## config.mk

```make
export PLATFORM = sky130hd
export DESIGN_NAME = euaa_atan2
export DESIGN_NICKNAME = d
export VERILOG_FILES = /design/src/rtl/euaa_pkg.sv /design/src/rtl/euaa_atan2.sv
export SDC_FILE = /design/constraint.sdc
export NUM_CORES = 2
export LEC_CHECK = 0
export BUFFER_PORTS_ARGS = -buffer_cell sky130_fd_sc_hd__buf_4
export CAP_MARGIN = 25
export CORE_ASPECT_RATIO = 0.75
export CORE_UTILIZATION = 60
export DETAILED_ROUTE_END_ITERATION = 8
export GPL_TIMING_DRIVEN = 0
export PLACE_DENSITY = 0.76
export SLEW_MARGIN = 20
export SYNTH_ARGS = -nofsm -noshare
export SYNTH_HDL_FRONTEND = slang
export SYNTH_SLANG_ARGS = --single-unit
```

## constraint.sdc

```tcl
create_clock -name clk -period 15.3 [get_ports clk]
set_clock_uncertainty 0.2 [all_clocks]
set_input_delay 1.53 -clock clk [delete_from_list [all_inputs] [get_ports clk]]
set_output_delay 1.53 -clock clk [all_outputs]
set_load 0.005 [all_outputs]
```

## src/rtl/euaa_pkg.sv

```systemverilog
// euaa_pkg: widths, constants, the arctangent table and the transfer types
// shared by every module of the euler to axis-angle pipeline; no dependencies
package euaa_pkg;

	localparam int CORDIC_STEPS_DEF = 16;
	localparam int ATAN_ENTRIES     = 24;
	localparam int FULL_TURN        = 23040;
	localparam int HALF_TURN        = 11520;
	localparam int QUARTER_TURN     = 5760;
	localparam int CORDIC_GAIN_Q30  = 652032874;
	localparam int AXIS_LIMIT       = 16384;

	localparam int ANG_W  = 16;
	localparam int ROT_W  = 14;
	localparam int AXIS_W = 16;
	localparam int TRIG_W = 18;
	localparam int CV_W   = 34;
	localparam int CA_W   = 30;
	localparam int PROD_W = 2 * TRIG_W;
	localparam int NUM_W  = 36;
	localparam int U_W    = 32;
	localparam int ST_W   = 31;
	localparam int SQ_W   = 61;

	localparam int ISQ_LAT = (SQ_W + 1) / 2;
	localparam int DIV_LAT = AXIS_W + 2;

	// atan(2^-i) in degrees * 2^20
	localparam logic signed [CA_W-1:0] ATAN_TAB [ATAN_ENTRIES] = '{
		30'sd47185920, 30'sd27855475, 30'sd14718068, 30'sd7471121,
		30'sd3750058, 30'sd1876857, 30'sd938658, 30'sd469357,
		30'sd234682, 30'sd117342, 30'sd58671, 30'sd29335,
		30'sd14668, 30'sd7334, 30'sd3667, 30'sd1833,
		30'sd917, 30'sd458, 30'sd229, 30'sd115,
		30'sd57, 30'sd29, 30'sd14, 30'sd7
	};

	typedef struct packed {
		logic signed [ANG_W-1:0] angle_x;
		logic signed [ANG_W-1:0] angle_y;
		logic signed [ANG_W-1:0] angle_z;
	} item_t;

	typedef struct packed {
		logic [ROT_W-1:0]         rot_angle;
		logic signed [AXIS_W-1:0] axis_x;
		logic signed [AXIS_W-1:0] axis_y;
		logic signed [AXIS_W-1:0] axis_z;
		logic                     degenerate;
	} result_t;

endpackage

```

## src/rtl/euaa_atan2.sv

```systemverilog
// euaa_atan2: pipelined vectoring-mode cordic giving atan2(st, u) as an
// angle in 1/64 degree, clamped to 0..180 degrees; depends on euaa_pkg
module euaa_atan2 #(
	parameter int STEPS = euaa_pkg::CORDIC_STEPS_DEF
) (
	input  logic                               clk,
	input  logic                               en,
	input  logic signed [euaa_pkg::U_W-1:0]    u,
	input  logic [euaa_pkg::ST_W-1:0]          st,
	output logic [euaa_pkg::ROT_W-1:0]         rot
);

	localparam int CV_W = euaa_pkg::CV_W;
	localparam int CA_W = euaa_pkg::CA_W;
	localparam logic signed [CA_W-1:0] Z_NEG = euaa_pkg::ATAN_TAB[0] <<< 1;
	localparam logic signed [CA_W-1:0] RND   = CA_W'(8192);
	localparam logic signed [CA_W-1:0] HALF  = CA_W'(euaa_pkg::HALF_TURN);

	logic signed [CV_W-1:0] x_s [STEPS+1];
	logic signed [CV_W-1:0] y_s [STEPS+1];
	logic signed [CA_W-1:0] z_s [STEPS+1];
	logic signed [CA_W-1:0] z_clip, z_rnd;
	logic [euaa_pkg::ROT_W-1:0] rot_q;

	always_ff @(posedge clk) begin
		if (en) begin
			if (u < 0) begin
				x_s[0] <= CV_W'(st);
				y_s[0] <= -CV_W'(u);
				z_s[0] <= Z_NEG;
			end else begin
				x_s[0] <= CV_W'(u);
				y_s[0] <= CV_W'(st);
				z_s[0] <= '0;
			end
		end
	end

	for (genvar i = 0; i < STEPS; i++) begin : g_iter
		always_ff @(posedge clk) begin
			if (en) begin
				if (y_s[i] > 0) begin
					x_s[i+1] <= x_s[i] + (y_s[i] >>> i);
					y_s[i+1] <= y_s[i] - (x_s[i] >>> i);
					z_s[i+1] <= z_s[i] + euaa_pkg::ATAN_TAB[i];
				end else begin
					x_s[i+1] <= x_s[i] - (y_s[i] >>> i);
					y_s[i+1] <= y_s[i] + (x_s[i] >>> i);
					z_s[i+1] <= z_s[i] - euaa_pkg::ATAN_TAB[i];
				end
			end
		end
	end

	always_comb begin
		z_clip = (z_s[STEPS] < 0) ? '0 : z_s[STEPS];
		z_rnd  = (z_clip + RND) >>> 14;
		if (z_rnd > HALF) begin
			z_rnd = HALF;
		end
	end

	always_ff @(posedge clk) begin
		if (en) begin
			rot_q <= z_rnd[euaa_pkg::ROT_W-1:0];
		end
	end

	assign rot = rot_q;

endmodule

```

Word-level counts from Yosys, hierarchy flattened
Memories as Yosys holds them, arrays and structs flattened. Index checks and enable logic that the tools add are counted. Widths: inputs -> output; s select.

Register bits: 14. Bits in writable memories: 1666. Input bits: 65. Word-level logic and storage cells: 325. Memories: 3.

Memories: x_s (depth 17, width 34, rd ports 16, clocked after memory_dff 0, write ports 17, RTL line euaa_atan2.sv:19) `logic signed [CV_W-1:0] x_s [STEPS+1];`; y_s (depth 17, width 34, rd ports 16, clocked after memory_dff 0, write ports 17, RTL line euaa_atan2.sv:20) `logic signed [CV_W-1:0] y_s [STEPS+1];`; z_s (depth 17, width 30, rd ports 17, clocked after memory_dff 0, write ports 17, RTL line euaa_atan2.sv:21) `logic signed [CA_W-1:0] z_s [STEPS+1];`.

Add/subtract/negate cells: 97. Magnitude comparators: 19. Multiplexer cells: 154. Bitwise operators: 51.

Operator list (number): $mux 34 (34); $gt 34x1->1 const B (16); $mux 30 (18); $mux 1 (102); $add 34x19->34 (2); $add 34x20->34 (2); $add 34x21->34 (2); $add 34x22->34 (2); $add 34x23->34 (2); $add 34x24->34 (2); $add 34x25->34 (2); $add 34x26->34 (2); $add 34x27->34 (2); $add 34x28->34 (2); $add 34x29->34 (2); $add 34x30->34 (2); $add 34x31->34 (2); $add 34x32->34 (2); $add 34x33->34 (2); $sub 34x19->34 (2); $sub 34x20->34 (2); $sub 34x21->34 (2); $sub 34x22->34 (2); $sub 34x23->34 (2); 49 further kinds (111).

Longest topological paths before layout
Depth after elaboration: 5. Gate-level depth with buffers: 27. Depth with buffers taken out: 25.

Worst setup path after synthesis
Ideal clock, no wire load.

Path type: in2reg. Start: input en. End: memory y_s[13][33] (data pin). Arrival: 6336 ps. Slack: 8505 ps. Cell stages on the path: 20. Path through: clkbuf_1 -> clkinv_1 -> o41ai_1 -> o21ai_2 -> inv_2 -> clkbuf_1 -> nor2_1 -> xor2_1 -> ha_1 -> o21ai_0 -> o21ai_0 -> a31oi_1 -> o311ai_0 -> a21oi_1 -> o21ai_0 -> o21ai_0 -> o211a_1 -> o21bai_1 -> a21oi_1 -> xnor2_1.

RTL lines: start: declaration (RTL line euaa_atan2.sv:7) `input logic en,`; end: declaration (RTL line euaa_atan2.sv:20).

==> flow_summary_export.csv <==
group,metric,value,unit
min_path,hp-class,"flop to flop",
detailed_routing,drtPass1Iterations,9,
synthesis,syn_area,127000,sq um
synthesis,ys_ff_latch,1460,
placed_design,place_hpwl,290000,um
layout,nets,15200,
setup_path,endpoint_kind,"flop",
setup_path,cp_common_cell,"o21ai_0",
timing,fin_crit,8.87,ns
synthesis,async_reset_ff_share,0,%
synthesis,avgSynthCellArea,9.46,sq um
job,maxCapViolCount,0,
clock_tree,clk_latency,0.84,ns
synthesis,synth.distinct_cells,93,
global_route,overflow,0,
synthesis,synth_edf_count,1460,
setup_path,startpoint_type,"flop",
layout,fillCellCount,17100,
placed_design,io_buffers,78,
clock_tree,cts.sinks,1460,
global_route,antenna_found_initial,11,
setup_path,cp_max_fo,26,
layout,syn_to_final_growth,8.22,%
die,pin_count,79,
clock_tree,numCtsBuffers,162,
global_route,grt_max_degree,62,
detailed_routing,drt_iter0_drc,11300,
detailed_routing,wl,362000,um
synthesis,synth.net_count,14900,
synthesis,yosysWarningCount,0,
setup_path,crit_buf_inv,2,
placed_design,post_dp_cell_area,132000,sq um
clock_tree,cts_buffer_depth,4,
clock_tree,clkTransAtPathRegs,0.06,ns
timing,setup-tns-final,0,ns
run_status,violations,"design-rule violations",
timing,finalHoldViolCount,0,
layout,final_area,137000,sq um
detailed_routing,vias,106000,
clock_tree,cts_resized,0,
die,die_w,533,um
setup_path,criticalPathCategory,"flop to flop",
timing,slew_headroom,22.7,%
clock_tree,cts_tree,"yes",
setup_path,cp_top_family,"compound AO/OA/AOI/OAI gates",
timing,worstMarginPinSlew,1.15,ns
setup_path,cp.required,15.64,ns
synthesis,synth_area_leader_cell,"edfxtp_1",
synthesis,synth_top_cells_by_count,"edfxtp_1 (1460), ha_1 (1408), a21oi_1 (1269), xnor2_1 (1254), nor2_1 (936)",
global_route,first_global_vias,98900,
synthesis,yosysMostFrequentCell,"edfxtp_1",
die,chipHeight,400,um
timing,max_freq,113,MHz
run_status,outcome,"complete, but fails checks",
global_route,grtUsageTotal,32.9,%
synthesis,synthDominantCellAreaShare,34.6,%
detailed_routing,viasPerCell,6.39,
synthesis,yosys_most_used_dff,"edfxtp_1",
setup_path,cpPeakStageDelay,0.77,ns
die,coreArea,209000,sq um
placed_design,gp_congestion,1.01,
setup_path,cp_data_arrival_time,9.21,ns
detailed_routing,route.detailed.drc,9,
synthesis,synthTopCellsByArea,"edfxtp_1 (35%), ha_1 (14%), xnor2_1 (8.7%), a21oi_1 (5.0%), xor2_1 (4.3%)",
clock_tree,ctsHtreeMaxLevel,4,
setup_path,cpMaxStageDelayCell,"a2111oi_0",
global_route,grt_pass1_wl,556000,um
detailed_routing,avgRoutedWirePerCell,21.8,um
clock_tree,post_cts_buffers,0,
layout,fin_util,65.6,%
synthesis,synthCells,13400,
setup_path,crit_chain,"or4_1, or3_1, nor3_1, nand2_1, or2_2, or3_1, nor2_1, a21oi_1, inv_2, buf_2, nor2_1, xor2_1, ha_1, o21ai_0, o21ai_0, a2111oi_0, o31ai_1, a311o_1, a31oi_1, o21ai_0, a21oi_1, nor3b_1, nor3_1, xnor2_1",
die,start_util,60.7,%
timing,rsz0062_at_grt,"false",
die,die_area,213000,sq um
layout,drive_above_1_share,4.61,%
timing,drv_slew,0,
timing,min_period_over_period,58.0,%
timing,setup_viol,0,
clock_tree,hold_buffers,0,
detailed_routing,ant_nets,0,
die,rows,145,
synthesis,synth.yosys.seq_area_share,34.6,%
clock_tree,root_buffer,"clkbuf_16",
cell families (layout without fill, tap and decap cells):
logic type | count (synthesis) | after routing | synth area share (%)
AOI/OAI and AO/OA | 4144 | 4144 | 20.8
DFF | 1460 | 1460 | 34.6
other | 1 | 8 | 0.00296
buffers and inverters | 874 | 1282 | 2.63
xor gates and xnor gates | 1883 | 1883 | 13.0
and+or+nand+nor | 3479 | 3479 | 13.5
adders and majority gates | 1451 | 1451 | 14.6
muxes | 105 | 105 | 0.894
registers in the layout, indices dropped and copies added, names as in the netlist:
signal / flops
rot: 14
x_s: 494
y_s: 543
z_s: 409
final cells by class:
cell class	instances	area [sq um]	share of cell area (%)
Clock inverter	97	1200	0.876
Clock buffer	186	4210	3.07
Inverter	617	2320	1.69
Buffer	257	1100	0.804
Tap cell	2793	3490	2.55
Sequential cell	1460	43800	32.0
Antenna cell	7	17.5	0.0128
Multi-Input combinational cell	11100	79600	58.1
Timing Repair Buffer	125	1350	0.987
final timing paths:
kind | startpoint | end | slack [ns] | cells past startpoint
worst max-delay path | y_s[4][19] | y_s[5][33] | 6.43 | 24
worst max register to register | y_s[4][19] | y_s[5][33] | 6.43 | 24
worst min register to register | z_s[12][1] | z_s[13][1] | 0.24 | 0
worst min-delay path | z_s[12][1] | z_s[13][1] | 0.24 | 0
layer usage:
layer	GRT usage (%)	routed length [um]
met4	7.70	8130
met3	8.25	39900
met5	0	62
met2	48.6	151000
met1	48.0	164000
worst register-to-register path, cell delays in order (launching register included):
cell	delay, ns
edfxtp_1	0.47
or4_1	0.60
or3_1	0.36
nor3_1	0.26
nand2_1	0.20
or2_2	0.39
or3_1	0.37
nor2_1	0.26
a21oi_1	0.29
inv_2	0.41
buf_2	0.67
nor2_1	0.16
xor2_1	0.23
ha_1	0.32
o21ai_0	0.27
o21ai_0	0.18
a2111oi_0	0.77
o31ai_1	0.27
a311o_1	0.45
a31oi_1	0.39
o21ai_0	0.20
a21oi_1	0.39
nor3b_1	0.12
nor3_1	0.26
xnor2_1	0.10
metrics by stage:
stage               worst slack, ns  instances  hold slack [ns]
floorplan                      8.50      13400            0.200
global placement               2.40      16300            0.219
detailed placement             6.00      16300            0.211
CTS                            6.72      16600            0.245
global route                   6.17      16600            0.260
finish                         6.43      16600            0.244
cell usage in the layout (no fill, tap or decap), types with 228 or more instances in the layout:
cell type	n
a21o_1	611
a21oi_1	1269
edfxtp_1	1460
ha_1	1408
inv_1	606
nand2_1	814
nand2b_1	232
nor2_1	936
nor3_1	291
o21a_1	228
o21ai_0	846
xnor2_1	1251
xor2_1	629
Power is left out: the tool's default activity adds up to more than one toggle a clock period on the data nets, which glitch-free logic cannot reach.
