<file path="src/rtl/euaa_pkg.sv">
// euaa_pkg: widths, constants, the arctangent table and the transfer types
// shared by every module of the euler to axis-angle pipeline; no dependencies
package euaa_pkg;

	localparam int CORDIC_STEPS_DEF = 16;
	localparam int ATAN_ENTRIES     = 24;
	localparam int FULL_TURN        = 23040;
	localparam int HALF_TURN        = 11520;
	localparam int QUARTER_TURN     = 5760;
	localparam int CORDIC_GAIN_Q30  = 652032874;
	localparam int AXIS_LIMIT       = 16384;

	localparam int ANG_W  = 16;
	localparam int ROT_W  = 14;
	localparam int AXIS_W = 16;
	localparam int TRIG_W = 18;
	localparam int CV_W   = 34;
	localparam int CA_W   = 30;
	localparam int PROD_W = 2 * TRIG_W;
	localparam int NUM_W  = 36;
	localparam int U_W    = 32;
	localparam int ST_W   = 31;
	localparam int SQ_W   = 61;

	localparam int ISQ_LAT = (SQ_W + 1) / 2;
	localparam int DIV_LAT = AXIS_W + 2;

	// atan(2^-i) in degrees * 2^20
	localparam logic signed [CA_W-1:0] ATAN_TAB [ATAN_ENTRIES] = '{
		30'sd47185920, 30'sd27855475, 30'sd14718068, 30'sd7471121,
		30'sd3750058, 30'sd1876857, 30'sd938658, 30'sd469357,
		30'sd234682, 30'sd117342, 30'sd58671, 30'sd29335,
		30'sd14668, 30'sd7334, 30'sd3667, 30'sd1833,
		30'sd917, 30'sd458, 30'sd229, 30'sd115,
		30'sd57, 30'sd29, 30'sd14, 30'sd7
	};

	typedef struct packed {
		logic signed [ANG_W-1:0] angle_x;
		logic signed [ANG_W-1:0] angle_y;
		logic signed [ANG_W-1:0] angle_z;
	} item_t;

	typedef struct packed {
		logic [ROT_W-1:0]         rot_angle;
		logic signed [AXIS_W-1:0] axis_x;
		logic signed [AXIS_W-1:0] axis_y;
		logic signed [AXIS_W-1:0] axis_z;
		logic                     degenerate;
	} result_t;

endpackage

</file>
<file path="src/rtl/euaa_isqrt.sv">
// euaa_isqrt: pipelined integer square root, one result bit per stage
// depends on euaa_pkg
module euaa_isqrt (
	input  logic                        clk,
	input  logic                        en,
	input  logic [euaa_pkg::SQ_W-1:0]   rad,
	output logic [euaa_pkg::ST_W-1:0]   root
);

	localparam int SQ_W  = euaa_pkg::SQ_W;
	localparam int RW    = SQ_W + 1;
	localparam int STEPS = euaa_pkg::ISQ_LAT;

	logic [SQ_W-1:0] rem_s  [STEPS];
	logic [RW-1:0]   root_s [STEPS];

	for (genvar k = 0; k < STEPS; k++) begin : g_step
		localparam logic [RW-1:0] BIT = RW'(1) << (SQ_W - 1 - 2 * k);
		logic [SQ_W-1:0] rem_in;
		logic [RW-1:0]   root_in, trial;

		if (k == 0) begin : g_first
			assign rem_in  = rad;
			assign root_in = '0;
		end else begin : g_next
			assign rem_in  = rem_s[k-1];
			assign root_in = root_s[k-1];
		end

		assign trial = root_in + BIT;

		always_ff @(posedge clk) begin
			if (en) begin
				if ({1'b0, rem_in} >= trial) begin
					rem_s[k]  <= rem_in - trial[SQ_W-1:0];
					root_s[k] <= (root_in >> 1) + BIT;
				end else begin
					rem_s[k]  <= rem_in;
					root_s[k] <= root_in >> 1;
				end
			end
		end
	end

	assign root = root_s[STEPS-1][euaa_pkg::ST_W-1:0];

endmodule

</file>
<file path="config.mk">
export PLATFORM = sky130hd
export DESIGN_NAME = euaa_isqrt
export DESIGN_NICKNAME = d
export VERILOG_FILES = /design/src/rtl/euaa_pkg.sv /design/src/rtl/euaa_isqrt.sv
export SDC_FILE = /design/constraint.sdc
export NUM_CORES = 2
export LEC_CHECK = 0
export ABC_AREA = 0
export BUFFER_PORTS_ARGS = -buffer_cell sky130_fd_sc_hd__buf_4
export CORE_MARGIN = 3
export CORE_UTILIZATION = 25
export CTS_CLUSTER_SIZE = 30
export DETAILED_ROUTE_END_ITERATION = 6
export GPL_TIMING_DRIVEN = 0
export PLACE_DENSITY = 0.39
export SLEW_MARGIN = 20
export SYNTH_ARGS = -nofsm -noshare
export SYNTH_HDL_FRONTEND = slang
export SYNTH_SLANG_ARGS = --single-unit
</file>
<file path="constraint.sdc">
create_clock -name clk -period 3.5 [get_ports clk]
set_input_delay 0.175 -clock clk [delete_from_list [all_inputs] [get_ports clk]]
set_output_delay 0.175 -clock clk [all_outputs]
set_load 0.01 [all_outputs]
</file>
# After elaboration in Yosys (flattened, before gate mapping)
# Memory sizes are Yosys's and may differ from the RTL's.
# Cells that the tools add are included.
op_classes:
  n_mux: 248
  eq_ne: 0
  n_reduce_logical: 0
  shifts: 0
  n_div: 0
  addsub: 91
  mul: 0
  n_bitwise: 62
  magnitude_cmp: 31
ops:
  columns: ["op", "count"]
  rows:
  - ["62-bit two-way mux", 31]
  - ["61-bit two-way mux", 31]
  - ["61-bit by 62-bit greater-or-equal comparator with 1-bit output", 30]
  - ["61-bit subtractor", 30]
  - ["1-bit two-way mux", 186]
  - ["61-bit by 1-bit adder with 62-bit output, second input constant", 1]
  - ["61-bit by 11-bit adder with 62-bit output, second input constant", 1]
  - ["61-bit by 13-bit adder with 62-bit output, second input constant", 1]
  - ["61-bit by 15-bit adder with 62-bit output, second input constant", 1]
  - ["61-bit by 17-bit adder with 62-bit output, second input constant", 1]
  - ["61-bit by 19-bit adder with 62-bit output, second input constant", 1]
  - ["61-bit by 21-bit adder with 62-bit output, second input constant", 1]
  - ["61-bit by 23-bit adder with 62-bit output, second input constant", 1]
  - ["61-bit by 25-bit adder with 62-bit output, second input constant", 1]
  - ["61-bit by 27-bit adder with 62-bit output, second input constant", 1]
  - ["61-bit by 29-bit adder with 62-bit output, second input constant", 1]
  - ["61-bit by 3-bit adder with 62-bit output, second input constant", 1]
  - ["61-bit by 31-bit adder with 62-bit output, second input constant", 1]
  - ["61-bit by 33-bit adder with 62-bit output, second input constant", 1]
  - ["61-bit by 35-bit adder with 62-bit output, second input constant", 1]
  - ["61-bit by 37-bit adder with 62-bit output, second input constant", 1]
  - ["61-bit by 39-bit adder with 62-bit output, second input constant", 1]
  - ["61-bit by 41-bit adder with 62-bit output, second input constant", 1]
  - ["61-bit by 43-bit adder with 62-bit output, second input constant", 1]
  - ["other kinds (44)", 105]
word_totals:
  out_inout_bits: 31
  mem_bits_ro: 0
  register_bits: 0
  latchBits: 0
  n_memories: 2
  ram_bits: 3813
  wordCells: 434
  inputBits: 63
mem_list:
  columns: ["memory", "words", "word_bits", "rd", "rd_clocked_by_memory_dff", "write_ports", "line_no", "text"]
  rows:
  - ["root_s", 31, 62, 31, 0, 31, "euaa_isqrt.sv:15", "logic [RW-1:0] root_s [STEPS];"]
  - ["rem_s", 31, 61, 30, 0, 31, "euaa_isqrt.sv:14", "logic [SQ_W-1:0] rem_s [STEPS];"]

# Depth between registers and ports, before layout
# An unclocked memory read counts as a cell.
depth:
  ltp_word: 7
  depth_mapped: 14

# Worst setup path after synthesis
# Ideal clock, no wire load.
synth_timing:
  kind: "in2reg"
  from: "input en"
  to: "memory rem_s[26][0], in the netlist rem_s[1][610], enable pin"
  cell_stages: 4
  slack_ps: -380
  n_path_buf: 4
  arrival_time_ps: 3402
  setup_time_ps: 478
  cell_sequence: "clkbuf_1 clkbuf_1 clkbuf_1 clkbuf_1"
synth_rtl:
  columns: ["item", "line_no", "text"]
  rows:
  - ["from (decl)", "euaa_isqrt.sv:5", "input logic en,"]
  - ["to (decl)", "euaa_isqrt.sv:14", null]

==> results.json <==
{
  "status": "finished, violations left",
  "violations": "setup timing",
  "synth-seq-cells": 2326,
  "synth_edf_count": 2326,
  "stdcell_area_um2": 140800,
  "htreeDepth": 5,
  "die_w_um": 680.1,
  "hpwl_um": 272000,
  "wl_per_cell_um": 21.77,
  "cts_made_buffers": 285,
  "coreArea_um2": 450600,
  "setup_ws_ns": -0.4998,
  "final-hold-violation-count": 0,
  "dr.pass1.iters": 6,
  "min_to": "rem_s[0][358]",
  "grt_util_met1": 0.2077,
  "crit-reg2reg-launch": "rem_s[1][501]",
  "gp_routability_congestion": 0.8978,
  "period_minus_slack_ns": 4.000,
  "gr-usage-all-layers": 0.1477,
  "cp.arrival_ns": 4.67,
  "crit_chain": "ha_4 -> or4b_4 -> or4_4 -> or4_4 -> nand4b_1 -> or2_1 -> a311oi_4 -> or4_4 -> nor4_4 -> xor2_1",
  "yosys-top-cells-area": "edfxtp_1, ha_1, xnor2_1, xor2_1, o21ai_0",
  "worstHoldPathType": "in -> reg",
  "port-buffer-count": 92,
  "fin_cells": 16230,
  "ys.flop_type": "edfxtp_1",
  "yosysWarnings": 0,
  "rows": 246,
  "die_h_um": 680.1,
  "drv_cap": 0,
  "r2r_slack_ns": -0.50,
  "avgSynthCellArea_um2": 12.24,
  "cp_num_buf_inv": 0,
  "n_fill_cell": 45140,
  "clock_sinks": 2326,
  "gr-usage-met3": 0.02445,
  "grt_pass1_wl_um": 516500,
  "synth_area_leader_cell": "edfxtp_1",
  "rsz0062_at_grt": "true",
  "cts_tree": "yes",
  "antenna_found_initial": 24,
  "finish.utilization": 0.3125,
  "clock_skew_ns": 0.08852,
  "tightest_slew_ns": 1.064,
  "hold_depth": 4,
  "netlist_top_cells_count": "edfxtp_1, nand2_1, inv_1",
  "busiest_layer": "met2",
  "worstSkewPairLatency_ns": 0.92,
  "netlist_instances": 9281,
  "cts.clk_slew.worst_paths_ns": 0.06,
  "gr-total-overflow": 0,
  "grtUsageMet2": 0.2334,
  "grt_max_degree": 87,
  "initial_core_util": 0.2521,
  "crit_fanout": 4,
  "area_growth_pct": 23.94,
  "grt_pass1_vias": 76550,
  "drt-initial-drc-count": 5889,
  "yosysSeqAreaShare": 0.6148,
  "dp_cells": 15370,
  "ant_nets": 0,
  "synth_cell_types": 92,
  "synth_top_area_frac": 0.6148,
  "p_per_area_nw_per_um2": 642.0,
  "crit_required_ns": 4.17,
  "rr_endpoint": "rem_s[1][594]",
  "post-route-drc-count": 0,
  "slowest_delay_ns": 0.62,
  "synth.most_common_cell": "edfxtp_1",
  "drive_gt1_frac": 0.1686,
  "finalMaxSlewViolations": 0,
  "fmax_mhz": 250.0,
  "critPathCaptureType": "flop",
  "fin_total_pwr_mw": 90.39,
  "worstRegToRegCells": 10,
  "ios": 94,
  "postSynthNetCount": 9868,
  "peakVddDrop_mv": 0.3817,
  "cts_root_buf": "clkbuf_16",
  "min_from": "en",
  "vias": 76800,
  "netlist_area_um2": 113600,
  "nets": 10630,
  "p_leak_nw": 50.87,
  "wirelength_um": 353300,
  "period_share": 1.143,
  "clockBufferDepth": 4,
  "setup_violations": 73,
  "worst_path_max_delay_cell": "or4_4",
  "via_per_inst": 4.731,
  "crit_type": "reg -> reg",
  "placed_area_um2": 123000,
  "async_reset_ff_frac": 0,
  "path_delay_family": "simple AND/OR/NAND/NOR gates",
  "slew_headroom": 0.2856,
  "crit_path_start_kind": "flop",
  "dieArea_um2": 462500,
  "critPathMostFrequentCell": "or4_4"
}
## cell families after synthesis
group,share of synthesized area
and+or+nand+nor,0.1328
DFF,0.6148
AOI/OAI and AO/OA,0.09565
buffers and inverters,0.02973
xor gates and xnor gates,0.06183
adders and majority gates,0.05778
muxes,0.007346
## worst max-delay path by stage
stage / startpoint / endpoint / slack (ns) / depth (start not counted)
finish: rem_s[1][501] / rem_s[1][594] / -0.50 / 10
global route: rem_s[1][501] / rem_s[1][594] / -0.59 / 10
CTS: rem_s[1][501] / rem_s[1][594] / -0.46 / 10
detailed placement: rem_s[1][580] / rem_s[1][641] / -1.79 / 11
global placement: en / rem_s[1][216] / -6.78 / 11
floorplan: en / rem_s[1][732] / -0.16 / 3
## repair_timing
action	in CTS	in global routing
hold buffers	122	0
resized for setup	680	515
endpoints found under the hold margin	62	0
setup endpoints to repair	808	618
cloned	2	2
pin swaps	106	181
buffers inserted	164	122
## tightest hold or removal path: stages
cell	delay, ns
clkbuf_4	0.21
nand2_1	0.10
or3_4	0.17
mux2_2	0.16
## layout by cell type, fill, tap and decap left out, drive strengths merged, types with 64 or more instances in the layout
cell,netlist,final
a21o,195,195
a21oi,483,483
buf,17,445
clkbuf,210,473
clkinv,1,122
dlygate4sd3,0,122
edfxtp,2326,2326
ha,523,523
inv,662,674
mux2,64,64
nand2,729,729
nand2b,102,102
nand3,153,153
nand4,167,167
nor2,553,553
nor3,251,251
nor4,355,355
o21a,83,83
o21ai,550,550
or3,121,121
or4,86,86
xnor2,429,429
xor2,373,373
## layout make-up
class                           count  area [µm²]  area share
Buffer                            164        1119    0.007944
Timing Repair Buffer              540        5244     0.03724
Multi-Input combinational cell   6065       45480      0.3230
Sequential cell                  2326       69850      0.4961
Inverter                          663        2494     0.01771
Antenna cell                       12       30.03   0.0002133
Clock buffer                      336        7408     0.05261
Tap cell                         5952        7447     0.05289
Clock inverter                    173        1738     0.01234
## sequential cells by signal (all words and copies together), names as in the netlist
| name | count |
|---|---|
| root_s | 496 |
| rem_s | 1830 |
## per-layer routing
metal | share of wire | wire, µm | vias up
met3 | 0.056 | 19800 | 502
met5 | 0.000096 | 34 | -
met4 | 0.032 | 11180 | 6
li1 | - | - | 36410
met2 | 0.45 | 157600 | 1906
met1 | 0.47 | 164700 | 37970
## report_power, final
group | internal (mW) | switching (mW) | total (mW)
sequential | 35.4 | 3.44 | 38.9
clock | 17.0 | 12.1 | 29.1
combinational | 8.98 | 13.5 | 22.4
total | 61.4 | 29.0 | 90.4
## stage by stage
stage,TNS [ns],worst slack (ns),hold WS (ns)
5_1_grt,-22.89,-0.5904,0.006124
3_3_place_gp,-,-6.785,0.3528
4_1_cts,-17.19,-0.4599,0.05912
2_1_floorplan,-26.83,-0.1635,0.2739
3_5_place_dp,-614.70,-1.792,0.3543
6_report,-12.56,-0.4998,0.02067
No activity file was read; power rests on OpenSTA's default activity.
