===== config.mk =====
export PLATFORM = sky130hd
export DESIGN_NAME = euaa_axdiv
export DESIGN_NICKNAME = d
export VERILOG_FILES = /design/src/rtl/euaa_pkg.sv /design/src/rtl/euaa_axdiv.sv
export SDC_FILE = /design/constraint.sdc
export NUM_CORES = 2
export LEC_CHECK = 0
export BUFFER_PORTS_ARGS = -buffer_cell sky130_fd_sc_hd__buf_2
export CAP_MARGIN = 0
export CORE_ASPECT_RATIO = 0.8
export CORE_MARGIN = 3
export CORE_UTILIZATION = 50
export CTS_BUF_LIST = sky130_fd_sc_hd__clkbuf_2
export CTS_CLUSTER_SIZE = 20
export DETAILED_ROUTE_END_ITERATION = 7
export HOLD_SLACK_MARGIN = 0.08
export PLACE_DENSITY = 0.65
export SLEW_MARGIN = 15
export SYNTH_ARGS = -nofsm -noshare
export SYNTH_HDL_FRONTEND = slang
export SYNTH_SLANG_ARGS = --single-unit

===== constraint.sdc =====
create_clock -name clk -period 5.1 [get_ports clk]
set_clock_uncertainty 0.05 [all_clocks]
set_input_delay 0.765 -clock clk [delete_from_list [all_inputs] [get_ports clk]]
set_output_delay 0.765 -clock clk [all_outputs]
set_load 0.005 [all_outputs]

===== src/rtl/euaa_pkg.sv =====
// euaa_pkg: widths, constants, the arctangent table and the transfer types
// shared by every module of the euler to axis-angle pipeline; no dependencies
package euaa_pkg;

	localparam int CORDIC_STEPS_DEF = 16;
	localparam int ATAN_ENTRIES     = 24;
	localparam int FULL_TURN        = 23040;
	localparam int HALF_TURN        = 11520;
	localparam int QUARTER_TURN     = 5760;
	localparam int CORDIC_GAIN_Q30  = 652032874;
	localparam int AXIS_LIMIT       = 16384;

	localparam int ANG_W  = 16;
	localparam int ROT_W  = 14;
	localparam int AXIS_W = 16;
	localparam int TRIG_W = 18;
	localparam int CV_W   = 34;
	localparam int CA_W   = 30;
	localparam int PROD_W = 2 * TRIG_W;
	localparam int NUM_W  = 36;
	localparam int U_W    = 32;
	localparam int ST_W   = 31;
	localparam int SQ_W   = 61;

	localparam int ISQ_LAT = (SQ_W + 1) / 2;
	localparam int DIV_LAT = AXIS_W + 2;

	// atan(2^-i) in degrees * 2^20
	localparam logic signed [CA_W-1:0] ATAN_TAB [ATAN_ENTRIES] = '{
		30'sd47185920, 30'sd27855475, 30'sd14718068, 30'sd7471121,
		30'sd3750058, 30'sd1876857, 30'sd938658, 30'sd469357,
		30'sd234682, 30'sd117342, 30'sd58671, 30'sd29335,
		30'sd14668, 30'sd7334, 30'sd3667, 30'sd1833,
		30'sd917, 30'sd458, 30'sd229, 30'sd115,
		30'sd57, 30'sd29, 30'sd14, 30'sd7
	};

	typedef struct packed {
		logic signed [ANG_W-1:0] angle_x;
		logic signed [ANG_W-1:0] angle_y;
		logic signed [ANG_W-1:0] angle_z;
	} item_t;

	typedef struct packed {
		logic [ROT_W-1:0]         rot_angle;
		logic signed [AXIS_W-1:0] axis_x;
		logic signed [AXIS_W-1:0] axis_y;
		logic signed [AXIS_W-1:0] axis_z;
		logic                     degenerate;
	} result_t;

endpackage


===== src/rtl/euaa_axdiv.sv =====
// euaa_axdiv: pipelined restoring divider for one axis component,
// n / (2 st) in Q2.14 rounded and saturated; depends on euaa_pkg
module euaa_axdiv (
	input  logic                                clk,
	input  logic                                en,
	input  logic signed [euaa_pkg::NUM_W-1:0]   numer,
	input  logic [euaa_pkg::ST_W-1:0]           st,
	output logic signed [euaa_pkg::AXIS_W-1:0]  axis
);

	localparam int NUM_W = euaa_pkg::NUM_W;
	localparam int ST_W  = euaa_pkg::ST_W;
	localparam int AW    = euaa_pkg::AXIS_W;
	localparam int QB    = AW - 1;
	localparam int DW    = NUM_W + 11;
	localparam logic [QB-1:0] LIMIT = QB'(euaa_pkg::AXIS_LIMIT);

	logic            neg_in;
	logic [NUM_W-1:0] mag;
	logic [DW-1:0]   num_in;

	logic [DW-1:0]   num_s0;
	logic [ST_W-1:0] st_s0;
	logic            neg_s0;

	logic [DW-1:0]   rem_s [QB+1];
	logic [QB-1:0]   q_s   [QB+1];
	logic [ST_W-1:0] st_s  [QB+1];
	logic            neg_s [QB+1];
	logic            ovf_s [QB+1];

	logic [QB-1:0]   q_sat;
	logic signed [AW-1:0] axis_q;

	always_comb begin
		neg_in = numer < 0;
		mag    = neg_in ? NUM_W'(-numer) : NUM_W'(numer);
		num_in = (DW'(mag) << 11) + DW'(st >> 1);
	end

	always_ff @(posedge clk) begin
		if (en) begin
			num_s0 <= num_in;
			st_s0  <= st;
			neg_s0 <= neg_in;
		end
	end

	// quotient beyond the axis range saturates
	always_ff @(posedge clk) begin
		if (en) begin
			ovf_s[0] <= num_s0 >= (DW'(st_s0) << QB);
			rem_s[0] <= num_s0;
			q_s[0]   <= '0;
			st_s[0]  <= st_s0;
			neg_s[0] <= neg_s0;
		end
	end

	for (genvar j = 0; j < QB; j++) begin : g_bit
		localparam int B = QB - 1 - j;
		logic [DW-1:0] dvs;
		assign dvs = DW'(st_s[j]) << B;

		always_ff @(posedge clk) begin
			if (en) begin
				if (rem_s[j] >= dvs) begin
					rem_s[j+1] <= rem_s[j] - dvs;
					q_s[j+1]   <= q_s[j] | (QB'(1) << B);
				end else begin
					rem_s[j+1] <= rem_s[j];
					q_s[j+1]   <= q_s[j];
				end
				st_s[j+1]  <= st_s[j];
				neg_s[j+1] <= neg_s[j];
				ovf_s[j+1] <= ovf_s[j];
			end
		end
	end

	assign q_sat = (ovf_s[QB] || q_s[QB] > LIMIT) ? LIMIT : q_s[QB];

	always_ff @(posedge clk) begin
		if (en) begin
			axis_q <= neg_s[QB] ? -AW'(q_sat) : AW'(q_sat);
		end
	end

	assign axis = axis_q;

endmodule


Word-level counts from Yosys, hierarchy flattened
Memories as Yosys holds them, arrays and structs flattened.
Cells that the tools add are included.
Widths: inputs -> output; s select.
- bitwise logic cells: 30
- add/sub/neg operators: 18
- mux-type cells: 125
- magnitude comparators: 18
- reduce and logical (&&, ||, !) cells: 1
- operators by type and width (cell ; number):
    $mux 47 ; 15
    $mux 15 ; 17
    $mux 1 ; 92
    $add 47x30->47 ; 1
    $ge 47x31->1 ; 1
    $ge 47x32->1 ; 1
    $ge 47x33->1 ; 1
    $ge 47x34->1 ; 1
    $ge 47x35->1 ; 1
    $ge 47x36->1 ; 1
    $ge 47x37->1 ; 1
    $ge 47x38->1 ; 1
    $ge 47x39->1 ; 1
    $ge 47x40->1 ; 1
    $ge 47x41->1 ; 1
    $ge 47x42->1 ; 1
    $ge 47x43->1 ; 1
    $ge 47x44->1 ; 1
    $ge 47x45->1 ; 1
    $ge 47x46->1 ; 1
    $sub 47x31->47 ; 1
    $sub 47x32->47 ; 1
    $sub 47x33->47 ; 1
    $sub 47x34->47 ; 1
    other kinds (18) ; 47
- register bits: 95
- output and inout bits: 16
- RAM bits: 1520
- memories kept: 5
- memory list (name ; words ; width ; read ports ; clocked after memory_dff ; wr ports ; line ; text):
    rem_s ; 16 ; 47 ; 15 ; 0 ; 16 ; euaa_axdiv.sv:26 ; logic [DW-1:0] rem_s [QB+1];
    st_s ; 16 ; 31 ; 15 ; 0 ; 16 ; euaa_axdiv.sv:28 ; logic [ST_W-1:0] st_s [QB+1];
    q_s ; 16 ; 15 ; 16 ; 0 ; 16 ; euaa_axdiv.sv:27 ; logic [QB-1:0] q_s [QB+1];
    neg_s ; 16 ; 1 ; 16 ; 0 ; 16 ; euaa_axdiv.sv:29 ; logic neg_s [QB+1];
    ovf_s ; 16 ; 1 ; 16 ; 0 ; 16 ; euaa_axdiv.sv:30 ; logic ovf_s [QB+1];

Logic depth before layout (Yosys ltp)
An unclocked memory read counts as a cell.
- depth after elaboration: 6
- gate-level depth with buffers: 17

Worst setup path after synthesis
No wires, ideal clock.
- path type: in2reg
- start: input numer[35] in the netlist's numbering
- end: register num_s0[33], data pin
- stages: 16
- library setup time: 258 ps
- slack: 505 ps
- data arrival time: 4288 ps
- cells stage by stage: clkbuf_1 clkbuf_1 clkbuf_1 clkbuf_1 o21ai_0 fa_1 a211oi_1 nor2_1 o41ai_1 o221ai_1 o22ai_1 o21ai_0 o21ai_0 a21oi_1 a21o_1 xnor2_1
- longest elaborated chain between the ends: 3
- RTL lines (what ; line ; text):
    from (decl) ; euaa_axdiv.sv:6 ; input logic signed [euaa_pkg::NUM_W-1:0] numer,
    $lt 36x1->1 ; euaa_axdiv.sv:36 ; neg_in = numer < 0;
    $mux 36 ; euaa_axdiv.sv:37 ; mag = neg_in ? NUM_W'(-numer) : NUM_W'(numer);
    $add 47x30->47 ; euaa_axdiv.sv:38 ; num_in = (DW'(mag) << 11) + DW'(st >> 1);
    via num_in[33] ; euaa_axdiv.sv:20 ; logic [DW-1:0] num_in;
    to (signal assigned) ; euaa_axdiv.sv:43 ; num_s0 <= num_in;
    to (decl) ; euaa_axdiv.sv:22 ; logic [DW-1:0] num_s0;
The timed path passes the listed nets, and every way through them passes these cells.
A chain may end at the register's enable or synchronous reset.

Worst setup path after layout
- start: input numer[17] in the netlist's numbering
- end: register num_s0[44], data pin
- longest elaborated chain between the ends: 3
- elaborated cells between the ends (all ways): 4
- classes of those cells: 2 x add/sub; 1 x order compare; 1 x mux
- RTL lines (what ; line):
    $neg 36->36 or $lt 36x1->1 (tied branches) ; euaa_axdiv.sv:37, euaa_axdiv.sv:36
    $mux 36 * ; euaa_axdiv.sv:37
    $add 47x30->47 * ; euaa_axdiv.sv:38
    via num_in[44] ; euaa_axdiv.sv:20
The timed path passes the listed nets; every way through them passes the cells marked *.

==> results.tsv <==
stage	metric	value	unit
synth	Mapped Cells	6972	
critical_path	Setup crit start	numer[17]	
clocking	TritonCTS Buffers	355	
sta	highest clock rate	194	MHz
final_layout	Final nets	8116	
clocking	Reg clk slew, reported paths	0.10	ns
placed_design	placed instance area	80600	sq um
critical_path	crit path launch type	input pin	
final_layout	Area Growth Syn to Fin	10.5	%
critical_path	depth of the most critical reg-to-reg path	12	
grt	Tot GR Track Use	0.235	
status	failing checks	setup timing	
grt	GRT overflow	0	
placed_design	buffers added on ports	84	
synth	synth unique cells	87	
routing	vias after detailed routing	55083	
floorplan	Core Area	153000	sq um
pwr	LEAKAGE	34.1	nW
synth	mapped cell area	77600	sq um
sta	Hold Slack	0.334	ns
grt	largest net degree at the start of global routing	160	
routing	final wirelength	189000	microns
sta	unrepaired setup endpoints after global routing	yes	
critical_path	Crit. End Element	flop	
grt	vias in the first global route	54291	
final_layout	Finished Cell Area	85700	sq um
floorplan	# rows	128	
routing	# DRC	0	
critical_path	FF-to-FF End	rem_s[1][245]	
routing	wire per inst	19.3	microns
final_layout	filler cell count	13161	
placed_design	pre-CTS setup slack	0.197	ns
grt	antenna violations before repair	3	
clocking	Bufs on Longest Clock Path	4	
critical_path	WS Path Type	input pin to flop	
routing	antenna-violating nets left	0	
clocking	CTS sink cnt	1395	
critical_path	crit path to	num_s0[44]	
sta	Slew @ Worst Pin	1.17	ns
clocking	CTS tree	done	
floorplan	Top Ports	85	
critical_path	Worst R2R Start	rem_s[1][192]	
floorplan	Die X	446	microns
synth	dominant synthesized flop cell	edfxtp_1	
sta	Worst Setup Slack, final	-0.0645	ns
critical_path	Crit Path Max Fanout	9	
synth	yosys warns	0	
clocking	CTS H-tree lvls	5	
sta	Final Hold Vio Count	0	
final_layout	commonest non-fill, non-tap cell in the layout	edfxtp_1	
pwr	total power	42.6	mW
clocking	Root Buffer	clkbuf_2	
floorplan	Die ar.	160000	sq um
routing	vias per cell	5.63	
synth	Syn Nets	7575	
pwr	maximum VDD drop	0.000242	V
grt	first-pass GRT wire length	296000	microns
status	status	finished with violations	
synth	synthesized area per cell	11.1	sq um
final_layout	layout cell share with drive strength beyond 1	0.105	
synth	sequential-to-total area share from yosys stat	0.540	
placed_design	Detailed Place HPWL	141000	microns
critical_path	Worst EP arrival	6.56	ns
critical_path	setup slack, reg-to-reg	0.61	ns
critical_path	CP required	6.50	ns
routing	initial drt markers	4091	
placed_design	gpl congestion	0.947	
sta	setup violators final	3	
hold_path	worst hold path class	flop to flop	
routing	DRT Pass-1 Iters	6	
sta	relative slew slack	0.221	
synth	Post-synth EDFFs	1395	
floorplan	Die Y	358	microns
synth	ys async rst share	0	
floorplan	Initial Utilization	0.507	
job	max cap viols	0	
clocking	Worst-Skew Late Latency	1.73	ns
final_layout	Final Util	0.560	
pwr	P per Cell Area	497	nW/um^2
sta	min Tclk post-route	5.16	ns
sta	Slew Viols, Final	0	
final_layout	commonest cells after routing, fill and taps aside	1395 x edfxtp_1, 631 x inv_1, 627 x nand2_1	
synth	Synth Register Bits	1395	
sta	final period utilization	1.01	
[layout make-up]
cell class	count	area (sq um)	area share
sequential	1395	41900	0.489
multi-input combinational	4769	32700	0.382
timing repair buffer	359	3140	0.0366
tap	2015	2520	0.0294
clock buffer	483	2420	0.0282
inverter	633	2380	0.0277
clock inverter	114	608	0.00709
antenna	8	20.0	0.000234
[worst max-delay path: stages]
cell and delay (ns):
dlygate4sd3_1 0.54, buf_2 0.14, or4_1 0.60, or4b_1 0.54, or3_4 0.42, or2_4 0.29
a2111oi_4 0.36, a21oi_2 0.05, dlygate4sd3_1 0.61, nor3_4 0.21, dlygate4sd3_1 0.62, nand3_2 0.09
dlygate4sd3_1 0.57, nor2_1 0.09, dlygate4sd3_1 0.59, xnor2_1 0.08
[flip-flops by register name, summed over array words and instances, names as in the netlist]
register,count
axis,16
rem_s,705
neg_s,16
st_s0,20
ovf_s,16
st_s,454
neg_s0,1
num_s0,47
q_s,120
[how the worst min path moves through the flow]
| stage | slack [ns] | to | startpoint | cells past startpoint |
|---|---|---|---|---|
| final | 0.33 | q_s[15][2] | q_s[14][2] | 0 |
| after global placement | 0.35 | neg_s[3][0] | neg_s[2][1] | 0 |
| after floorplan | 0.35 | neg_s[0][0] | neg_s0 | 0 |
| after detailed placement | 0.35 | neg_s[3][1] | neg_s[3][0] | 0 |
| after CTS | 0.08 | st_s0[17] | st[17] | 3 |
| after global routing | 0.10 | st_s0[18] | st[18] | 3 |
[cells by family (layout without fill, tap and decap cells)]
logic type      after synthesis  after routing  share of synthesized area
flops                      1395           1395                      0.540
buf+inv                     808           1589                     0.0393
compound gates             1775           1775                      0.143
mux                          82             82                     0.0117
other cells                   0              8                          0
fa+ha+maj                   534            534                     0.0876
simple gates               1829           1829                      0.117
xor+xnor                    549            549                     0.0620
[repair_timing]
action	in CTS	in global routing
setup endpoints to repair	0	4
endpoints found under the hold margin	981	0
hold buffers	204	0
buffers inserted	0	1
gates resized for setup	0	9
[cells in the mapped netlist, types with 101 or more instances]
cell type     n  area, sq um
nand2_1     627         2350
nor2_1      347         1300
clkbuf_1    162          608
a21o_1      248         1860
nor3_1      116          581
ha_1        519         6490
edfxtp_1   1395        41900
inv_1       631         2370
o21ai_0     550         2750
nand3_1     104          521
xor2_1      236         2070
nand2b_1    101          632
a21oi_1     452         2260
xnor2_1     313         2740
nand4_1     101          632
[where the power goes]
group | leakage [nW] | switching [mW] | internal, mW
clock | 2.31 | 4.49 | 2.85
combinational | 18.3 | 9.92 | 7.43
sequential | 13.5 | 1.77 | 16.1
[through the flow]
step	setup TNS, ns	cells
global placement	0	8966
finish	-0.149	9776
floorplan	0	6972
detailed placement	0	8966
global route	0	9776
CTS	0	9767
[routing by layer]
layer / track usage / share of wire / vias to the layer above
met1: 0.300 / 0.43 / 26138
met3: 0.0394 / 0.050 / 405
li1: - / - / 26995
met4: 0.0899 / 0.034 / 0
met5: 0 / 0 / -
met2: 0.402 / 0.48 / 1545
Note: power is estimated with default switching activity, not from simulation.
