File: src/rtl/euaa_pkg.sv
// euaa_pkg: widths, constants, the arctangent table and the transfer types
// shared by every module of the euler to axis-angle pipeline; no dependencies
package euaa_pkg;

	localparam int CORDIC_STEPS_DEF = 16;
	localparam int ATAN_ENTRIES     = 24;
	localparam int FULL_TURN        = 23040;
	localparam int HALF_TURN        = 11520;
	localparam int QUARTER_TURN     = 5760;
	localparam int CORDIC_GAIN_Q30  = 652032874;
	localparam int AXIS_LIMIT       = 16384;

	localparam int ANG_W  = 16;
	localparam int ROT_W  = 14;
	localparam int AXIS_W = 16;
	localparam int TRIG_W = 18;
	localparam int CV_W   = 34;
	localparam int CA_W   = 30;
	localparam int PROD_W = 2 * TRIG_W;
	localparam int NUM_W  = 36;
	localparam int U_W    = 32;
	localparam int ST_W   = 31;
	localparam int SQ_W   = 61;

	localparam int ISQ_LAT = (SQ_W + 1) / 2;
	localparam int DIV_LAT = AXIS_W + 2;

	// atan(2^-i) in degrees * 2^20
	localparam logic signed [CA_W-1:0] ATAN_TAB [ATAN_ENTRIES] = '{
		30'sd47185920, 30'sd27855475, 30'sd14718068, 30'sd7471121,
		30'sd3750058, 30'sd1876857, 30'sd938658, 30'sd469357,
		30'sd234682, 30'sd117342, 30'sd58671, 30'sd29335,
		30'sd14668, 30'sd7334, 30'sd3667, 30'sd1833,
		30'sd917, 30'sd458, 30'sd229, 30'sd115,
		30'sd57, 30'sd29, 30'sd14, 30'sd7
	};

	typedef struct packed {
		logic signed [ANG_W-1:0] angle_x;
		logic signed [ANG_W-1:0] angle_y;
		logic signed [ANG_W-1:0] angle_z;
	} item_t;

	typedef struct packed {
		logic [ROT_W-1:0]         rot_angle;
		logic signed [AXIS_W-1:0] axis_x;
		logic signed [AXIS_W-1:0] axis_y;
		logic signed [AXIS_W-1:0] axis_z;
		logic                     degenerate;
	} result_t;

endpackage

File: src/rtl/euaa_sincos.sv
// euaa_sincos: angle reduction and pipelined rotation-mode cordic giving
// sine and cosine in Q16; depends on euaa_pkg
module euaa_sincos #(
	parameter int STEPS = euaa_pkg::CORDIC_STEPS_DEF
) (
	input  logic                                clk,
	input  logic                                en,
	input  logic signed [euaa_pkg::ANG_W-1:0]   angle,
	output logic signed [euaa_pkg::TRIG_W-1:0]  sin_val,
	output logic signed [euaa_pkg::TRIG_W-1:0]  cos_val
);

	localparam int RED_W = euaa_pkg::ANG_W + 2;
	localparam int CV_W  = euaa_pkg::CV_W;
	localparam int CA_W  = euaa_pkg::CA_W;
	localparam int TW    = euaa_pkg::TRIG_W;
	localparam logic signed [RED_W-1:0] FULL     = RED_W'(euaa_pkg::FULL_TURN);
	localparam logic signed [RED_W-1:0] HALF     = RED_W'(euaa_pkg::HALF_TURN);
	localparam logic signed [RED_W-1:0] QUARTER  = RED_W'(euaa_pkg::QUARTER_TURN);
	localparam logic signed [RED_W-1:0] NQUARTER = -QUARTER;
	localparam logic signed [CV_W-1:0]  GAIN     = CV_W'(euaa_pkg::CORDIC_GAIN_Q30);
	localparam logic signed [CV_W-1:0]  RND      = CV_W'(8192);

	logic signed [RED_W-1:0] a_ext, r_mod, r_half, r_fold;
	logic                    neg_fold;
	logic signed [CV_W-1:0]  x_s [STEPS+1];
	logic signed [CV_W-1:0]  y_s [STEPS+1];
	logic signed [CA_W-1:0]  z_s [STEPS+1];
	logic                    neg_s [STEPS+1];
	logic signed [CV_W-1:0]  x_fin, y_fin, x_rnd, y_rnd;
	logic signed [TW-1:0]    sin_q, cos_q;

	always_comb begin
		a_ext = RED_W'(angle);
		if (a_ext >= FULL) begin
			r_mod = a_ext - FULL;
		end else if (a_ext < 0) begin
			r_mod = a_ext + FULL;
			if (r_mod < 0) begin
				r_mod = r_mod + FULL;
			end
		end else begin
			r_mod = a_ext;
		end
		r_half = (r_mod > HALF) ? r_mod - FULL : r_mod;
		neg_fold = 1'b0;
		r_fold = r_half;
		if (r_half > QUARTER) begin
			r_fold = r_half - HALF;
			neg_fold = 1'b1;
		end else if (r_half < NQUARTER) begin
			r_fold = r_half + HALF;
			neg_fold = 1'b1;
		end
	end

	always_ff @(posedge clk) begin
		if (en) begin
			x_s[0]   <= GAIN;
			y_s[0]   <= '0;
			z_s[0]   <= CA_W'(r_fold) <<< 14;
			neg_s[0] <= neg_fold;
		end
	end

	for (genvar i = 0; i < STEPS; i++) begin : g_iter
		always_ff @(posedge clk) begin
			if (en) begin
				if (z_s[i] >= 0) begin
					x_s[i+1] <= x_s[i] - (y_s[i] >>> i);
					y_s[i+1] <= y_s[i] + (x_s[i] >>> i);
					z_s[i+1] <= z_s[i] - euaa_pkg::ATAN_TAB[i];
				end else begin
					x_s[i+1] <= x_s[i] + (y_s[i] >>> i);
					y_s[i+1] <= y_s[i] - (x_s[i] >>> i);
					z_s[i+1] <= z_s[i] + euaa_pkg::ATAN_TAB[i];
				end
				neg_s[i+1] <= neg_s[i];
			end
		end
	end

	always_comb begin
		x_fin = neg_s[STEPS] ? -x_s[STEPS] : x_s[STEPS];
		y_fin = neg_s[STEPS] ? -y_s[STEPS] : y_s[STEPS];
		x_rnd = (x_fin + RND) >>> 14;
		y_rnd = (y_fin + RND) >>> 14;
	end

	always_ff @(posedge clk) begin
		if (en) begin
			cos_q <= x_rnd[TW-1:0];
			sin_q <= y_rnd[TW-1:0];
		end
	end

	assign sin_val = sin_q;
	assign cos_val = cos_q;

endmodule

File: config.mk
export PLATFORM = sky130hd
export DESIGN_NAME = euaa_sincos
export DESIGN_NICKNAME = d
export VERILOG_FILES = /design/src/rtl/euaa_pkg.sv /design/src/rtl/euaa_sincos.sv
export SDC_FILE = /design/constraint.sdc
export NUM_CORES = 2
export LEC_CHECK = 0
export BUFFER_PORTS_ARGS = -buffer_cell sky130_fd_sc_hd__buf_2
export CAP_MARGIN = 30
export CORE_MARGIN = 4
export CORE_UTILIZATION = 65
export DETAILED_ROUTE_END_ITERATION = 10
export PLACE_DENSITY = 0.81
export SLEW_MARGIN = 20
export SYNTH_ARGS = -nofsm -noshare
export SYNTH_HDL_FRONTEND = slang
export SYNTH_SLANG_ARGS = --single-unit
File: constraint.sdc
create_clock -name clk -period 11 [get_ports clk]
set_input_delay 1.65 -clock clk [delete_from_list [all_inputs] [get_ports clk]]
set_output_delay 1.65 -clock clk [all_outputs]
set_load 0.02 [all_outputs]
# Word level (Yosys, flattened, before mapping)
# Memories as Yosys holds them, arrays and structs flattened.
# Cells that the tools add are included.
[word_totals]
output_inout_bits = 36
elab_cells = 337
n_memories = 4
ff_bits = 36
latch_bits = 0
in_bits = 18
romBits = 0
mem_bits_rw = 1683
[mem_list]
columns = ["name", "words", "word_bits", "rd", "rd_clocked_by_memory_dff", "wr", "line_no", "source"]
rows = [
  ["x_s", 17, 34, 17, 0, 17, "euaa_sincos.sv:26", "logic signed [CV_W-1:0] x_s [STEPS+1];"],
  ["y_s", 17, 34, 17, 0, 17, "euaa_sincos.sv:27", "logic signed [CV_W-1:0] y_s [STEPS+1];"],
  ["z_s", 17, 30, 16, 0, 17, "euaa_sincos.sv:28", "logic signed [CA_W-1:0] z_s [STEPS+1];"],
  ["neg_s", 17, 1, 17, 0, 17, "euaa_sincos.sv:29", "logic neg_s [STEPS+1];"],
]
[op_classes]
n_lt_le_gt_ge = 22
n_reduce_logical = 0
mul = 0
div = 0
bitwise = 48
eq_ne = 0
n_mux = 156
n_addsub = 105
n_shift = 0
[ops]
columns = ["operator", "count"]
rows = [
  ["34-bit 2-to-1 mux", 32],
  ["30-bit by 1-bit greater-or-equal comparator with 1-bit output, second input constant", 16],
  ["30-bit 2-to-1 mux", 16],
  ["1-bit 2-to-1 mux", 100],
  ["18-bit 2-to-1 mux", 4],
  ["34-bit by 19-bit adder with 34-bit output", 2],
  ["34-bit by 20-bit adder with 34-bit output", 2],
  ["34-bit by 21-bit adder with 34-bit output", 2],
  ["34-bit by 22-bit adder with 34-bit output", 2],
  ["34-bit by 23-bit adder with 34-bit output", 2],
  ["34-bit by 24-bit adder with 34-bit output", 2],
  ["34-bit by 25-bit adder with 34-bit output", 2],
  ["34-bit by 26-bit adder with 34-bit output", 2],
  ["34-bit by 27-bit adder with 34-bit output", 2],
  ["34-bit by 28-bit adder with 34-bit output", 2],
  ["34-bit by 29-bit adder with 34-bit output", 2],
  ["34-bit by 30-bit adder with 34-bit output", 2],
  ["34-bit by 31-bit adder with 34-bit output", 2],
  ["34-bit by 32-bit adder with 34-bit output", 2],
  ["34-bit by 33-bit adder with 34-bit output", 2],
  ["34-bit by 19-bit subtractor with 34-bit output", 2],
  ["34-bit by 20-bit subtractor with 34-bit output", 2],
  ["34-bit by 21-bit subtractor with 34-bit output", 2],
  ["34-bit by 22-bit subtractor with 34-bit output", 2],
  ["other kinds (62)", 125],
]

# Longest topological paths before layout
[logic_depth]
depth_word = 10
ltp_mapped = 23
ltp_nobuf = 23

# Worst setup path before layout
# OpenSTA, ideal clock, no wires.
[synth_timing]
path_kind = "input to register"
from = "input port en"
to = "memory x_s[12][33], data pin"
path_slack_ps = 4408
cell_stages = 20
setup_ps = 259
n_path_buf = 4
required_ps = 10741
arrival_ps = 6333
path_cell_list = "clkbuf_1 clkbuf_1 nand2_1 clkbuf_1 clkbuf_1 o41ai_1 xnor2_1 ha_1 a21o_1 a21oi_1 o21ai_0 a221oi_1 o211ai_1 a31o_2 a31oi_1 a2bb2oi_1 o21ai_0 a311oi_1 a21oi_1 xnor2_1"
[synth_rtl]
columns = ["element", "line_no", "source"]
rows = [
  ["start: declaration", "euaa_sincos.sv:7", "input logic en,"],
  ["end: declaration", "euaa_sincos.sv:26", ""],
]

==> summary by stage <==
Outcome
The run finished with clean final reports.

Synthesis
In this run, synthesis inferred 1441 flip-flops with an integrated enable. Summing the areas of all xor and xnor instances in the mapped netlist gives between 10% and 20% of the synthesized area. The warning count from the yosys run is 0. The share of the Yosys chip area taken by registers is 35.94%. Among all flip-flop cells after synthesis, the most frequent one is edfxtp_1. By area, the combinational part of the netlist is dominated by compound AO/OA/AOI/OAI gates. The fraction of the mapped netlist area in compound gates is approximately 19%. The number of synthesized register bits is 1441.

The net count of the mapped netlist is around 14k. Summing every instance area after synthesis gives 120400 µm². In the synthesized netlist the async set-or-reset flop fraction comes to 0%.

The synthesized area per cell is around 9.7 µm². After Yosys synthesis, full adders, half adders and majority gates account for approximately 15% of the synthesized area. Counting distinct cell types in the post-synthesis netlist gives 98. The simple-gate share of the synthesized area is about 13%.

The synthesized instance count is between 10k and 15k. The fraction of synthesized area in multiplexers is under 10%.

GRT
The total overflow reported by the global router is 0. For this run, the total global-route usage over all layers was measured as a little under a third. The number of antenna violations at the first check in global routing is 4.

Entering global routing, the biggest net connects 180 pins. The met3 usage is approximately 4.0%. Global routing used between 30 and 40% of the available met1 tracks. The first global-routing pass estimated between 400 and 500 mm of wire. The number of global-route vias before repair is 93.34k. In the global route stage, met2 resource usage came out at 53.21%. The layer flagged by global routing as most heavily used is met2.

Detailed routing
The average routed wire per standard cell is around 20 µm. The per-cell via count in the routed design is 6.370. The DRC violation count after routing is 0.

The number of routed nets with antenna violations is 0. The routed layout has slightly below 100k vias. The total length of routed wires is between 300 and 400 mm. For this block, the initial DRC count from the detailed router was 7939.

The count of TritonRoute iterations in the first routing pass is 6.

Die
The number of ports placed on the die boundary is 54. The effective utilization at floorplan is 65.55%. The die covers about 190000 µm².

The placeable core area is about 180000 µm². The overall die height is roughly 440 µm. From left edge to right edge, the die measures 438.4 µm. The cell row count is roughly 160.

Placed design
The placed wire-length estimate is roughly 240 mm. The count of port buffers added during placement is 53. At the end of routability-driven placement, the weighted congestion stood at 0.9745.

STA
The part of the cycle the worst path needs is around two thirds. The transition time at the pin with the least slew margin is approximately 1.2 ns. The relative slew slack is between 20% and 30%. The number of hold violations in the final report is 0.

For the finished layout, the period the worst path requires is 7.378 ns. Setup violations remaining at the end of the flow were counted as 0. On the final layout, the worst hold slack is ~0.42 ns. The highest achievable clock rate is roughly 0.14 GHz.

After routing, the total negative slack on setup checks comes to 0 ns. Setup repair after global routing left no endpoint under its margin. The count of final max-slew check failures was 0.

The clock skew after layout is 0.02909 ns.

Clocking
TritonCTS built the clock tree. The clock input transition at the sequential cells of the worst setup and hold paths is 0.06 ns. The tree is rooted in a clkbuf_16. The number of clock sinks seen by CTS is 1441.

The setup fix buffers added after clock tree synthesis is 0. The number of buffers inserted for hold repair after clock tree synthesis is 0. The number of gates given a new drive strength after cts is 0. No sink is reached through more buffers than the 3 on the longest clock path. The later pin in the worst-skew pair is clocked with a latency of 0.82 ns.

The level count of the clock H-tree is 4. Clock tree synthesis inserted a total of about 160 buffers.

Worst setup path
The endpoint required time on the critical path is 11.56 ns. The start-to-end type of the worst setup path is in2reg. For this run, the slowest stage of the critical path takes 0.78 ns.

The data arrival time of the critical path is just under 8 ns. The top fanout value on the critical path is around 110. The kind of launch point of the worst setup path is an input pin. The worst path buffer plus inverter count is 5. The critical path endpoint category is a flip-flop. Walking the worst path, the cells encountered are buf_12, nand2_1, buf_4, clkinv_1, buf_4, buf_4, a21oi_1, xor2_1, ha_1, o21ai_0, o21ai_0, a2111oi_0, o31ai_1, a311oi_1, o2111ai_1, a21oi_1, o21ai_0, a21oi_1, xnor2_1. The cell family contributing the most delay on the critical path is compound AO/OA/AOI/OAI gates. The largest individual stage delay along the critical path comes from the cell clkinv_1.

Cells and area
Cells with a size suffix above 1 make up around 4.2% of the layout. The net count reported at finish is 13.96k. The count of inserted antenna diode cells is 0.

Relative to the synthesized area, the layout overhead comes to 7.038%.

Flow run
The number of max-capacitance violations reported is 0.

Worst hold path
The type of the most critical hold path is reg2reg.
-- sequential cells by signal, summed over array words and instances (netlist names) --
register  count
cos_val      18
neg_s        17
x_s         482
z_s         397
sin_val      18
y_s         509
-- routing by layer --
metal / part of all wire [%] / up-vias
met5: 0.0043 / -
met4: 5.0 / 2
met3: 6.1 / 826
met2: 48 / 3264
met1: 41 / 45950
li1: - / 46450
-- area by class of cell --
type	count	area, µm²
Multi-Input combinational cell	10320	74450
Fill cell	13590	54800
Clock buffer	199	4299
Timing Repair Buffer	114	812.0
Tap cell	2464	3083
Sequential cell	1441	43270
Inverter	512	1922
Clock inverter	97	1030
-- path summary, 6_finish.rpt --
| kind | start | to | slack, ns | cells after the start |
|---|---|---|---|---|
| min | neg_s[1][3] | neg_s[1][4] | 0.42 | 0 |
| min reg2reg | neg_s[1][3] | neg_s[1][4] | 0.42 | 0 |
| max reg2reg | z_s[9][29] | x_s[10][32] | 4.60 | 18 |
| max | en | x_s[10][32] | 3.62 | 19 |
-- stage by stage --
step	setup slack (ns)	std cells	instance area (µm²)	util [%]
after floorplan	4.408	12470	120400	-
after global placement	3.155	14850	123500	67.22
after detailed placement	2.950	14850	123500	67.23
after CTS	3.767	15140	128800	70.13
after global routing	3.090	15150	128900	70.16
final	3.622	15150	128900	70.16
-- logic make-up after synthesis --
| logic type | count (synthesis) |
|---|---|
| AO/OA/AOI/OAI | 3670 |
| adder cells (fa/ha/maj) | 1385 |
| buffers and inverters | 710 |
| multiplexers | 114 |
| AND/OR/NAND/NOR | 3309 |
| flip-flops | 1441 |
| XOR/XNOR | 1844 |
-- placed cells by master (no fill, tap or decap), types with 64 or more instances in the layout --
master     netlist  final
edfxtp_1      1441   1441
xor2_1         593    593
or3_1          113    113
nand2b_1       197    197
nor4_1          95     94
inv_1          503    502
and3_1         137    137
nand2_1        700    696
nor2_1         993    993
ha_1          1337   1337
a21oi_1       1225   1225
clkbuf_16        0    167
o21bai_1       162    162
a31oi_1        117    117
mux2i_1         64     64
o31ai_1        119    119
nand4_1         67     67
nand3_1        215    215
a21o_1         571    571
nor2b_1        181    181
nor3_1         332    332
o21ai_0        667    667
o21a_1         190    190
xnor2_1       1251   1251
a211oi_1       135    135
-- synth_stat cells (135+ instances only) --
master / count / area, µm²
edfxtp_1: 1441 / 43270
ha_1: 1337 / 16730
xnor2_1: 1251 / 10960
a21oi_1: 1225 / 6131
nor2_1: 993 / 3727
nand2_1: 700 / 2628
o21ai_0: 667 / 3338
xor2_1: 593 / 5194
a21o_1: 571 / 4287
inv_1: 503 / 1888
nor3_1: 332 / 1662
nand3_1: 215 / 1076
nand2b_1: 197 / 1232
o21a_1: 190 / 1426
nor2b_1: 181 / 1132
o21bai_1: 162 / 1216
clkbuf_1: 153 / 574.3
and3_1: 137 / 857.1
a211oi_1: 135 / 1013
Power is not shown: default switching activity piles up to over one toggle a cycle in this logic, so the estimate is an artifact.
